--- src/rtl/core/bpsl_pkg.sv ---
package bpsl_pkg;

    // Item opcodes
    localparam logic [1:0] OP_TICK = 2'd0;
    localparam logic [1:0] OP_LINK = 2'd1;
    localparam logic [1:0] OP_ATOM = 2'd2;
    localparam logic [1:0] OP_NONE = 2'd3;

    // Link states
    localparam logic [1:0] LINK_PAIRING = 2'd0;
    localparam logic [1:0] LINK_NO_ADDR = 2'd1;
    localparam logic [1:0] LINK_GOT_ADDR = 2'd2;
    localparam logic [1:0] LINK_IDLE = 2'd3;

    // Configuration register indexes
    localparam int unsigned CFG_IDX_W = 3;
    localparam int unsigned CFG_DATA_W = 16;
    localparam logic [CFG_IDX_W-1:0] CFG_SHORT_LIMIT = 3'd0;
    localparam logic [CFG_IDX_W-1:0] CFG_LONG_LIMIT = 3'd1;
    localparam logic [CFG_IDX_W-1:0] CFG_BLINK_DIV = 3'd2;
    localparam logic [CFG_IDX_W-1:0] CFG_GOT_IP_HOLD = 3'd3;
    localparam logic [CFG_IDX_W-1:0] CFG_REBOOT_DELAY = 3'd4;

    // Reset values of the configuration registers
    localparam logic [15:0] RST_SHORT_LIMIT = 16'd75;
    localparam logic [15:0] RST_LONG_LIMIT = 16'd125;
    localparam logic [7:0] RST_BLINK_DIV = 8'd12;
    localparam logic [7:0] RST_GOT_IP_HOLD = 8'd150;
    localparam logic [5:0] RST_REBOOT_DELAY = 6'd20;

    // Counter ceilings
    localparam logic [15:0] PRESS_MAX = 16'hFFFF;
    localparam logic [6:0] REBOOT_MAX = 7'd127;

    typedef struct packed {
        logic [1:0] op;
        logic       key_level;
        logic [1:0] link_value;
        logic       enable;
    } item_t;

    typedef struct packed {
        logic       red_led;
        logic       atomizer_on;
        logic       power_on;
        logic       short_press;
        logic       erase_request;
        logic       reboot_request;
        logic [1:0] link_now;
    } result_t;

    typedef struct packed {
        logic [15:0] short_press_limit;
        logic [15:0] long_press_limit;
        logic [7:0]  blink_divide;
        logic [7:0]  got_ip_hold;
        logic [5:0]  reboot_delay;
    } cfg_t;

    // Handshake between the input register and the result register
    typedef struct packed {
        logic valid;
        logic advance;
    } stage_ctl_t;

endpackage

--- src/rtl/core/bpsl_cfg.sv ---
module bpsl_cfg
    import bpsl_pkg::*;
(
    input  logic                  clk,
    input  logic                  rst_n,
    input  logic                  cfg_we,
    input  logic [CFG_IDX_W-1:0]  cfg_index,
    input  logic [CFG_DATA_W-1:0] cfg_data,
    output cfg_t                  cfg
);

    cfg_t cfg_reg;

    // Register file, write only
    always_ff @(posedge clk or negedge rst_n)
    begin
        if (!rst_n)
        begin
            cfg_reg.short_press_limit <= RST_SHORT_LIMIT;
            cfg_reg.long_press_limit <= RST_LONG_LIMIT;
            cfg_reg.blink_divide <= RST_BLINK_DIV;
            cfg_reg.got_ip_hold <= RST_GOT_IP_HOLD;
            cfg_reg.reboot_delay <= RST_REBOOT_DELAY;
        end
        else if (cfg_we)
        begin
            unique case (cfg_index)
                CFG_SHORT_LIMIT:  cfg_reg.short_press_limit <= cfg_data;
                CFG_LONG_LIMIT:   cfg_reg.long_press_limit <= cfg_data;
                CFG_BLINK_DIV:    cfg_reg.blink_divide <= cfg_data[7:0];
                CFG_GOT_IP_HOLD:  cfg_reg.got_ip_hold <= cfg_data[7:0];
                CFG_REBOOT_DELAY: cfg_reg.reboot_delay <= cfg_data[5:0];
                default: ;
            endcase
        end
    end

    assign cfg = cfg_reg;

endmodule

--- src/rtl/core/bpsl_in_stage.sv ---
module bpsl_in_stage
    import bpsl_pkg::*;
(
    input  logic       clk,
    input  logic       rst_n,
    input  logic       item_valid,
    output logic       item_stall,
    input  item_t      item,
    input  logic       out_free,
    output stage_ctl_t ctl,
    output item_t      held
);

    logic  valid_reg;
    logic  valid_next;
    item_t data_reg;
    logic  advance;
    logic  take;

    // Beat leaves when the result register can take it
    assign advance = valid_reg && out_free;
    assign item_stall = valid_reg && !out_free;
    assign take = item_valid && !item_stall;

    always_comb
    begin
        valid_next = valid_reg;
        if (take)
            valid_next = 1'b1;
        else if (advance)
            valid_next = 1'b0;
    end

    always_ff @(posedge clk or negedge rst_n)
    begin
        if (!rst_n)
            valid_reg <= 1'b0;
        else
            valid_reg <= valid_next;
    end

    always_ff @(posedge clk)
    begin
        if (take)
            data_reg <= item;
    end

    assign ctl.valid = valid_reg;
    assign ctl.advance = advance;
    assign held = data_reg;

endmodule

--- src/rtl/core/bpsl_engine.sv ---
module bpsl_engine
    import bpsl_pkg::*;
(
    input  logic       clk,
    input  logic       rst_n,
    input  cfg_t       cfg,
    input  stage_ctl_t ctl,
    input  item_t      held,
    output result_t    res
);

    logic [1:0]  link_reg,    link_next;
    logic [7:0]  blink_reg,   blink_next;
    logic [8:0]  hold_reg,    hold_next;
    logic [15:0] press_reg,   press_next;
    logic [6:0]  reboot_reg,  reboot_next;
    logic        red_reg,     red_next;
    logic        power_reg,   power_next;
    logic        atom_reg,    atom_next;
    logic        phase_reg,   phase_next;
    logic        fired_reg,   fired_next;
    logic        sp, er;
    logic [7:0]  blink_inc;

    assign blink_inc = blink_reg + 8'd1;

    // Next state for the beat in the input register
    always_comb
    begin
        link_next = link_reg;
        blink_next = blink_reg;
        hold_next = hold_reg;
        press_next = press_reg;
        reboot_next = reboot_reg;
        red_next = red_reg;
        power_next = power_reg;
        atom_next = atom_reg;
        phase_next = phase_reg;
        fired_next = fired_reg;
        sp = 1'b0;
        er = 1'b0;

        case (held.op)
            OP_TICK:
            begin
                // LED pattern
                unique case (link_reg)
                    LINK_PAIRING:
                    begin
                        blink_next = blink_inc;
                        if (blink_inc >= cfg.blink_divide)
                        begin
                            blink_next = '0;
                            phase_next = !phase_reg;
                            red_next = !phase_reg;
                        end
                    end
                    LINK_NO_ADDR:
                        red_next = 1'b0;
                    LINK_GOT_ADDR:
                    begin
                        if (hold_reg == '0)
                        begin
                            red_next = 1'b1;
                            hold_next = 9'd1;
                        end
                        else if (hold_reg > {1'b0, cfg.got_ip_hold})
                        begin
                            hold_next = '0;
                            red_next = 1'b0;
                            link_next = LINK_IDLE;
                        end
                        else
                            hold_next = hold_reg + 9'd1;
                    end
                    default: ;
                endcase

                // Button; ignored once the reboot countdown runs
                if (reboot_reg != '0)
                begin
                    if (reboot_reg < REBOOT_MAX)
                        reboot_next = reboot_reg + 7'd1;
                    if (reboot_next > {1'b0, cfg.reboot_delay})
                        fired_next = 1'b1;
                end
                else if (!held.key_level)
                begin
                    if (press_reg < PRESS_MAX)
                        press_next = press_reg + 16'd1;
                end
                else
                begin
                    if (press_reg != '0)
                    begin
                        if (press_reg < cfg.short_press_limit)
                        begin
                            power_next = !power_reg;
                            atom_next = 1'b0;
                            sp = 1'b1;
                        end
                        else if (press_reg > cfg.long_press_limit)
                        begin
                            er = 1'b1;
                            reboot_next = 7'd1;
                        end
                    end
                    press_next = '0;
                end
            end
            OP_LINK:
                link_next = held.link_value;
            OP_ATOM:
                atom_next = power_reg && held.enable;
            default: ;
        endcase
    end

    // State registers, updated as the beat moves on
    always_ff @(posedge clk or negedge rst_n)
    begin
        if (!rst_n)
        begin
            link_reg <= LINK_PAIRING;
            blink_reg <= '0;
            hold_reg <= '0;
            press_reg <= '0;
            reboot_reg <= '0;
            red_reg <= 1'b0;
            power_reg <= 1'b0;
            atom_reg <= 1'b0;
            phase_reg <= 1'b0;
            fired_reg <= 1'b0;
        end
        else if (ctl.advance)
        begin
            link_reg <= link_next;
            blink_reg <= blink_next;
            hold_reg <= hold_next;
            press_reg <= press_next;
            reboot_reg <= reboot_next;
            red_reg <= red_next;
            power_reg <= power_next;
            atom_reg <= atom_next;
            phase_reg <= phase_next;
            fired_reg <= fired_next;
        end
    end

    assign res.red_led = red_next;
    assign res.atomizer_on = atom_next;
    assign res.power_on = power_next;
    assign res.short_press = sp;
    assign res.erase_request = er;
    assign res.reboot_request = fired_next;
    assign res.link_now = link_next;

endmodule

--- src/rtl/core/bpsl_out_stage.sv ---
module bpsl_out_stage
    import bpsl_pkg::*;
(
    input  logic       clk,
    input  logic       rst_n,
    input  stage_ctl_t ctl,
    input  result_t    res,
    output logic       out_free,
    output logic       result_valid,
    input  logic       result_stall,
    output result_t    result
);

    logic    valid_reg;
    logic    valid_next;
    result_t data_reg;

    // Free when empty or when the waiting beat goes this cycle
    assign out_free = !valid_reg || !result_stall;

    always_comb
    begin
        valid_next = valid_reg;
        if (ctl.advance)
            valid_next = 1'b1;
        else if (!result_stall)
            valid_next = 1'b0;
    end

    always_ff @(posedge clk or negedge rst_n)
    begin
        if (!rst_n)
            valid_reg <= 1'b0;
        else
            valid_reg <= valid_next;
    end

    always_ff @(posedge clk)
    begin
        if (ctl.advance)
            data_reg <= res;
    end

    assign result_valid = valid_reg;
    assign result = data_reg;

endmodule

--- src/rtl/core/button_press_and_status_led_controller.sv ---
// Channel    Direction  Handshake                    Payload
// item       in         item_valid / item_stall      item   (item_t)
// result     out        result_valid / result_stall  result (result_t)
// cfg        in         cfg_we                       cfg_index, cfg_data
//
// One beat per cycle sustained while result_stall stays low; each item gives one
// result, registered in the input register, then in the result register.
// Rate is set by the single state update between the two registers.
// rst_n clears all state and loads the default configuration.
// A stalled result holds the result register; the input register then fills
// and item_stall rises until the result moves.
module button_press_and_status_led_controller
    import bpsl_pkg::*;
(
    input  logic                  clk,
    input  logic                  rst_n,
    input  logic                  item_valid,
    output logic                  item_stall,
    input  item_t                 item,
    output logic                  result_valid,
    input  logic                  result_stall,
    output result_t               result,
    input  logic                  cfg_we,
    input  logic [CFG_IDX_W-1:0]  cfg_index,
    input  logic [CFG_DATA_W-1:0] cfg_data
);

    cfg_t       cfg;
    stage_ctl_t ctl;
    item_t      held;
    result_t    res;
    logic       out_free;

    bpsl_cfg u_cfg (
        .clk       (clk),
        .rst_n     (rst_n),
        .cfg_we    (cfg_we),
        .cfg_index (cfg_index),
        .cfg_data  (cfg_data),
        .cfg       (cfg)
    );

    bpsl_in_stage u_in (
        .clk        (clk),
        .rst_n      (rst_n),
        .item_valid (item_valid),
        .item_stall (item_stall),
        .item       (item),
        .out_free   (out_free),
        .ctl        (ctl),
        .held       (held)
    );

    bpsl_engine u_engine (
        .clk   (clk),
        .rst_n (rst_n),
        .cfg   (cfg),
        .ctl   (ctl),
        .held  (held),
        .res   (res)
    );

    bpsl_out_stage u_out (
        .clk          (clk),
        .rst_n        (rst_n),
        .ctl          (ctl),
        .res          (res),
        .out_free     (out_free),
        .result_valid (result_valid),
        .result_stall (result_stall),
        .result       (result)
    );

    // Checks

    // Stall only with a beat held in the input register
    a_stall_full: assert property (@(posedge clk) disable iff (!rst_n)
        item_stall |-> ctl.valid)
        else $error("item stall without a held beat");

    // Short and long press never reported together
    a_press_excl: assert property (@(posedge clk) disable iff (!rst_n)
        result_valid |-> !(result.short_press && result.erase_request))
        else $error("short and long press in one result");

    // Atomizer only runs with power on
    a_atom_power: assert property (@(posedge clk) disable iff (!rst_n)
        result_valid |-> (!result.atomizer_on || result.power_on))
        else $error("atomizer on with power off");

    // Reboot request latches until reset
    a_reboot_latch: assert property (@(posedge clk) disable iff (!rst_n)
        (ctl.advance && res.reboot_request) |=> res.reboot_request)
        else $error("reboot request dropped");

endmodule

--- config.mk ---
export PLATFORM = sky130hd
export DESIGN_NAME = button_press_and_status_led_controller
export DESIGN_NICKNAME = d
export VERILOG_FILES = /design/src/rtl/core/bpsl_pkg.sv /design/src/rtl/core/bpsl_cfg.sv /design/src/rtl/core/bpsl_in_stage.sv /design/src/rtl/core/bpsl_engine.sv /design/src/rtl/core/bpsl_out_stage.sv /design/src/rtl/core/button_press_and_status_led_controller.sv
export SDC_FILE = /design/constraint.sdc
export NUM_CORES = 1
export LEC_CHECK = 0
export BUFFER_PORTS_ARGS = -buffer_cell sky130_fd_sc_hd__buf_2
export CORE_AREA = 2 2 157 175
export CTS_CLUSTER_SIZE = 8
export DETAILED_ROUTE_END_ITERATION = 10
export DIE_AREA = 0 0 159 177
export PLACE_DENSITY = 0.43
export SETUP_SLACK_MARGIN = 0.4
export SYNTH_ARGS = -nofsm -noshare
export SYNTH_HDL_FRONTEND = slang
export SYNTH_SLANG_ARGS = --single-unit
export TNS_END_PERCENT = 10
--- constraint.sdc ---
create_clock -name clk -period 7.9 [get_ports clk]
set_input_delay 0.395 -clock clk [delete_from_list [all_inputs] [get_ports clk]]
set_output_delay 0.395 -clock clk [all_outputs]
set_load 0.05 [all_outputs]
Word level (Yosys, flattened, before mapping)
Index checks and enable logic that the tools add are counted.

word-level totals
  input bits = 30
  word-level logic and storage cells = 128
  output and inout port bits = 10
  flip-flop bits (word level) = 117

cells by class
  eq/ne operators = 10
  reductions and logical operators = 34
  bitwise logic cells = 4
  order comparisons = 7
  add/subtract/negate cells = 4
  multiplexer cells = 41

operator list
  operator                                                               count
  7-bit two-way mux                                                      8
  16-bit two-way mux                                                     2
  1-bit two-way mux                                                      22
  9-bit two-way mux                                                      2
  16-bit by 1-bit adder with 16-bit output, second input constant        1
  16-bit greater-than comparator                                         1
  16-bit less-than comparator                                            1
  16-bit less-than comparator, second input constant                     1
  16-bit nonzero test                                                    1
  2-bit AND reduction                                                    5
  2-bit nonzero test                                                     5
  9-bit by 1-bit adder with 9-bit output, second input constant          1
  9-bit by 8-bit greater-than comparator with 1-bit output               1
  9-bit zero test                                                        1
  8-bit by 1-bit adder with 8-bit output, second input constant          1
  8-bit greater-or-equal comparator                                      1
  8-bit two-way mux                                                      1
  4-bit AND reduction                                                    2
  7-bit by 1-bit adder with 7-bit output, second input constant          1
  7-bit by 6-bit greater-than comparator with 1-bit output               1
  7-bit less-than comparator, second input constant                      1
  7-bit nonzero test                                                     1
  3-bit by 2-bit equality test with 1-bit output, second input constant  2
  1-bit zero test                                                        6
  18 further kinds                                                       31

Longest topological paths before layout
  depth after elaboration = 8
  gate-level depth with buffers = 12
  gate-level depth less buffers = 11

By module
From an unflattened synthesis, not the netlist that was laid out.

unflattened totals
  cells, all modules = 657
  area total of the unflattened synthesis = 6796.5 sq um

by module, submodules not included
  module          seq. area each (sq um)  area an instance (sq um)  times used  cells an instance
  bpsl_engine     1176.1                  4179.0                    1           514
  bpsl_cfg        1373.8                  2082.0                    1           118
  bpsl_out_stage  265.3                   276.5                     1           11
  bpsl_in_stage   205.2                   259.0                     1           14

Worst setup path after synthesis
OpenSTA, ideal clock, no wires.

  path type = register to register
  start = register u_engine.blink_reg[0]
  end = register u_out.data_reg (netlist bit u_out.result[7]) (data pin)
  data required time = 7.639 ns
  arrival time = 2.314 ns
  path slack = 5.325 ns
  setup time = 0.261 ns
  path buffers = 0
  stages on the path, launching flop included = 11
  clock period less this slack = 2.575 ns
  cell sequence = dfrtp_1 and3_1 and3_1 and3_1 xor2_1 ha_1 nand4_1 o31ai_1 mux2i_1 nor3_1 a221o_1

RTL lines
  element                 line                  source
  start, declared         bpsl_engine.sv:13     logic [7:0] blink_reg, blink_next;
  start signal, assigned  bpsl_engine.sv:138    blink_reg <= blink_next;
  end signal, assigned    bpsl_out_stage.sv:41  data_reg <= res;
  end, declared           bpsl_out_stage.sv:16  result_t data_reg;

==> flow_metrics.tcl <==
set metrics [dict create \
    n_fill_cell 2819 \
    syn_nets 763 \
    die_w_um 159 \
    path_clk_slew_ns 0.06 \
    p_sw_mw 0.6157 \
    critical_path_class "reg -> reg" \
    timing.rr.end "u_out.result[7]" \
    synth_commonest_cells "85 x dfrtp_1, 85 x nand2_1, 71 x o21ai_0" \
    syn_area_mm2 0.006512 \
    diodes 0 \
    wl_per_cell_um 14.36 \
    fin_hold_ws_ns 0.1484 \
    critPathBufInv 1 \
    pwr_density_cell_mw_per_mm2 259.5 \
    ios 40 \
    slew_viol_final 0 \
    cts_hold_buf 1 \
    antenna_found_initial 0 \
    irDropWorstVdd_mv 0.1026 \
    max_slew_margin_pct 40.08 \
    async_reset_ff_share_pct 88.03 \
    synth_xor_area_share_pct 4.035 \
    cpPeakStageDelay_ns 0.43 \
    numPortBuffers 39 \
    combPwrFrac_pct 21.0 \
    seq_area_frac_synth_pct 46.38 \
    critPathRequiredTime_ns 8.07 \
    worstMarginPinSlew_ns 0.8988 \
    via_per_inst 4.408 \
    cts_setup_buffers 0 \
    first_iter_violations 176 \
    cp_data_arrival_time_ns 2.99 \
    setup_tns_ns 0 \
    drv_cap 0 \
    antenna_left 0 \
    coreArea_mm2 0.02649 \
    dieArea_mm2 0.02814 \
    hp-class "in -> reg" \
    grt_max_degree 69 \
    min_period_ns 2.820 \
    route.detailed.drc 0 \
    synth_ff_type "dfrtp_1" \
    p_sw_share_pct 30.61 \
    ys_types 65 \
    drive_gt1_share_pct 16.49 \
    die_y_um 177 \
    worstSetupEndpoint "u_out.result[7]" \
    drt-pass1-iter-count 4 \
    critPathLaunchType "flip-flop" \
    r2r_slack_ns 5.08 \
    routabilityCongestion 0.7672 \
    end_kind "flip-flop" \
    synth_fa_ha_area_share_pct 11.53 \
    cts-resized-gates 0 \
    cts_max_path_buffers 2 \
    design_area_mm2 0.007751 \
    synth.avg_cell_area_um2 9.677 \
    synth_edf_count 14 \
    synth-seq-cells 117 \
    synthMuxAreaShare_pct 2.555 \
    wl_met2_mm 7.642 \
    max_freq_ghz 0.3546 \
    fin_util_pct 29.27 \
    period_share_pct 35.70 \
    synth_cells 673 \
    synth_area_leaders "dfrtp_1 33%, ha_1 12%, dfstp_2 7.3%" \
    skew_ns 0.01074 \
    yosysTopAreaCell "dfrtp_1" \
    critPathLaunch "u_engine.blink_reg[0]" \
    overflow 0 \
    area_growth_pct 19.02 \
    layout.nets 811 \
    worstReg2RegStart "u_engine.blink_reg[0]" \
    ys_warn_count 0 \
    grt_pass1_vias 4905 \
    rows 63 \
    cts_tree "yes" \
    vias 4809 \
    wl_met1_mm 7.546 \
    crit_top_cell "ha_1" \
    largest_reg_flops 54 \
    cts-root-buf "clkbuf_16" \
    highest_layer "met4" \
    yosys.area_share.simple_pct 17.73 \
    synth_top_family_by_area "simple AND/OR/NAND/NOR gates" \
    ctsHtreeMaxLevel 4 \
    p_leak_nw 3.545 \
    clk_latency_ns 0.42 \
    critPathSlowestCell "dfrtp_1" \
    clock-sinks 117 \
    wl_met3_um 308 \
    p_int_mw 1.396 \
    worstPathMaxFanout 11 \
    dpl_cell_area_mm2 0.007133 \
    cp_top_family "compound AO/OA/AOI/OAI gates" \
    wl_mm 15.66 \
    crit_cells 12 \
    cts_made_buffers 17 \
    clkPwrFrac_pct 39.5 \
    initial_core_util_pct 24.59 \
    seq_power_share_pct 39.5 \
    yosysTopAreaCellShare_pct 32.66 \
    min_from "item[2]" \
    path_cells "ha_1, nand3_1, nor2_1, xor2_1, ha_1, a41o_1, a21oi_1, o31ai_1, buf_4, mux2i_1, nor3_1, a221o_1" \
    hold_viol 0 \
    grt_pass1_wl_mm 26.24 \
    rsz0062_at_grt "no" \
    synth_compound_area_share_pct 12.80 \
    power_mw 2.012 \
    reg2reg_depth 12 \
    grtUsageTotal_pct 11.85 \
    outcome "finished, final reports clean" \
    hpwl_mm 11.59 \
    setup_viol 0 \
]
worst min path at each step:
stage	end	depth (start not counted)
final	u_in.held[2]	1
after global routing	u_in.held[2]	1
after CTS	u_in.held[2]	1
after detailed placement	u_cfg.cfg[43]	1
after global placement	u_cfg.cfg[40]	1
after floorplan	u_cfg.cfg[0]	0
power groups by stage:
stage | registers, mW | logic, mW | clock network (mW)
6_report | 0.795 | 0.422 | 0.795
2_1_floorplan | 0.802 | 0.301 | 0
5_1_grt | 0.812 | 0.491 | 0.851
4_1_cts | 0.797 | 0.432 | 0.820
3_3_place_gp | 0.806 | 0.427 | 0
3_5_place_dp | 0.807 | 0.429 | 0
layout make-up:
type                       count  area (µm²)  area share, %
clock inverter                15       182.7          2.357
sequential                   117        3020          38.97
tap                          357       446.7          5.763
multi-input combinational    473        3176          40.97
timing repair buffer          46       252.7          3.261
clock buffer                  17       425.4          5.488
inverter                      66       247.7          3.196
through the flow:
stage | instances | worst slack, ns
finish | 1091 | 5.080
global route | 1091 | 4.780
CTS | 1091 | 5.072
detailed placement | 1058 | 4.959
global placement | 1058 | 4.997
floorplan | 673 | 5.325
metal layers:
layer / vias to the layer above / global-route usage [%]
li1: 2455 / -
met1: 2298 / 15.14
met2: 42 / 20.02
met3: 14 / 2.601
met4: 0 / 3.750
met5: - / 0
placed cells by master (no fill, tap or decap), drive strengths merged, types with 4 or more instances in the layout:
| cell type | count |
|---|---|
| and2 | 4 |
| a211oi | 6 |
| dfrtp | 85 |
| xnor2 | 6 |
| o211ai | 4 |
| clkinv | 8 |
| buf | 45 |
| and3 | 8 |
| a21o | 8 |
| nand2b | 8 |
| nand3 | 21 |
| nor4 | 5 |
| nor2 | 47 |
| nand4 | 18 |
| xor2 | 24 |
| nor2b | 6 |
| o31ai | 4 |
| and4 | 6 |
| o21ai | 71 |
| nand2 | 85 |
| clkbuf | 17 |
| nor3 | 11 |
| ha | 60 |
| inv | 67 |
| mux2 | 13 |
| edfxtp | 14 |
| dfstp | 18 |
| a21oi | 12 |
kinds of logic (layout without fill, tap and decap cells):
family,Yosys count,count (layout)
multiplexers,15,15
adder cells (fa/ha/maj),60,60
XOR/XNOR,30,30
AND/OR/NAND/NOR,234,234
buffers and inverters,83,144
flip-flops,117,117
AO/OA/AOI/OAI,134,134
No activity file was read; power rests on OpenSTA's default activity.
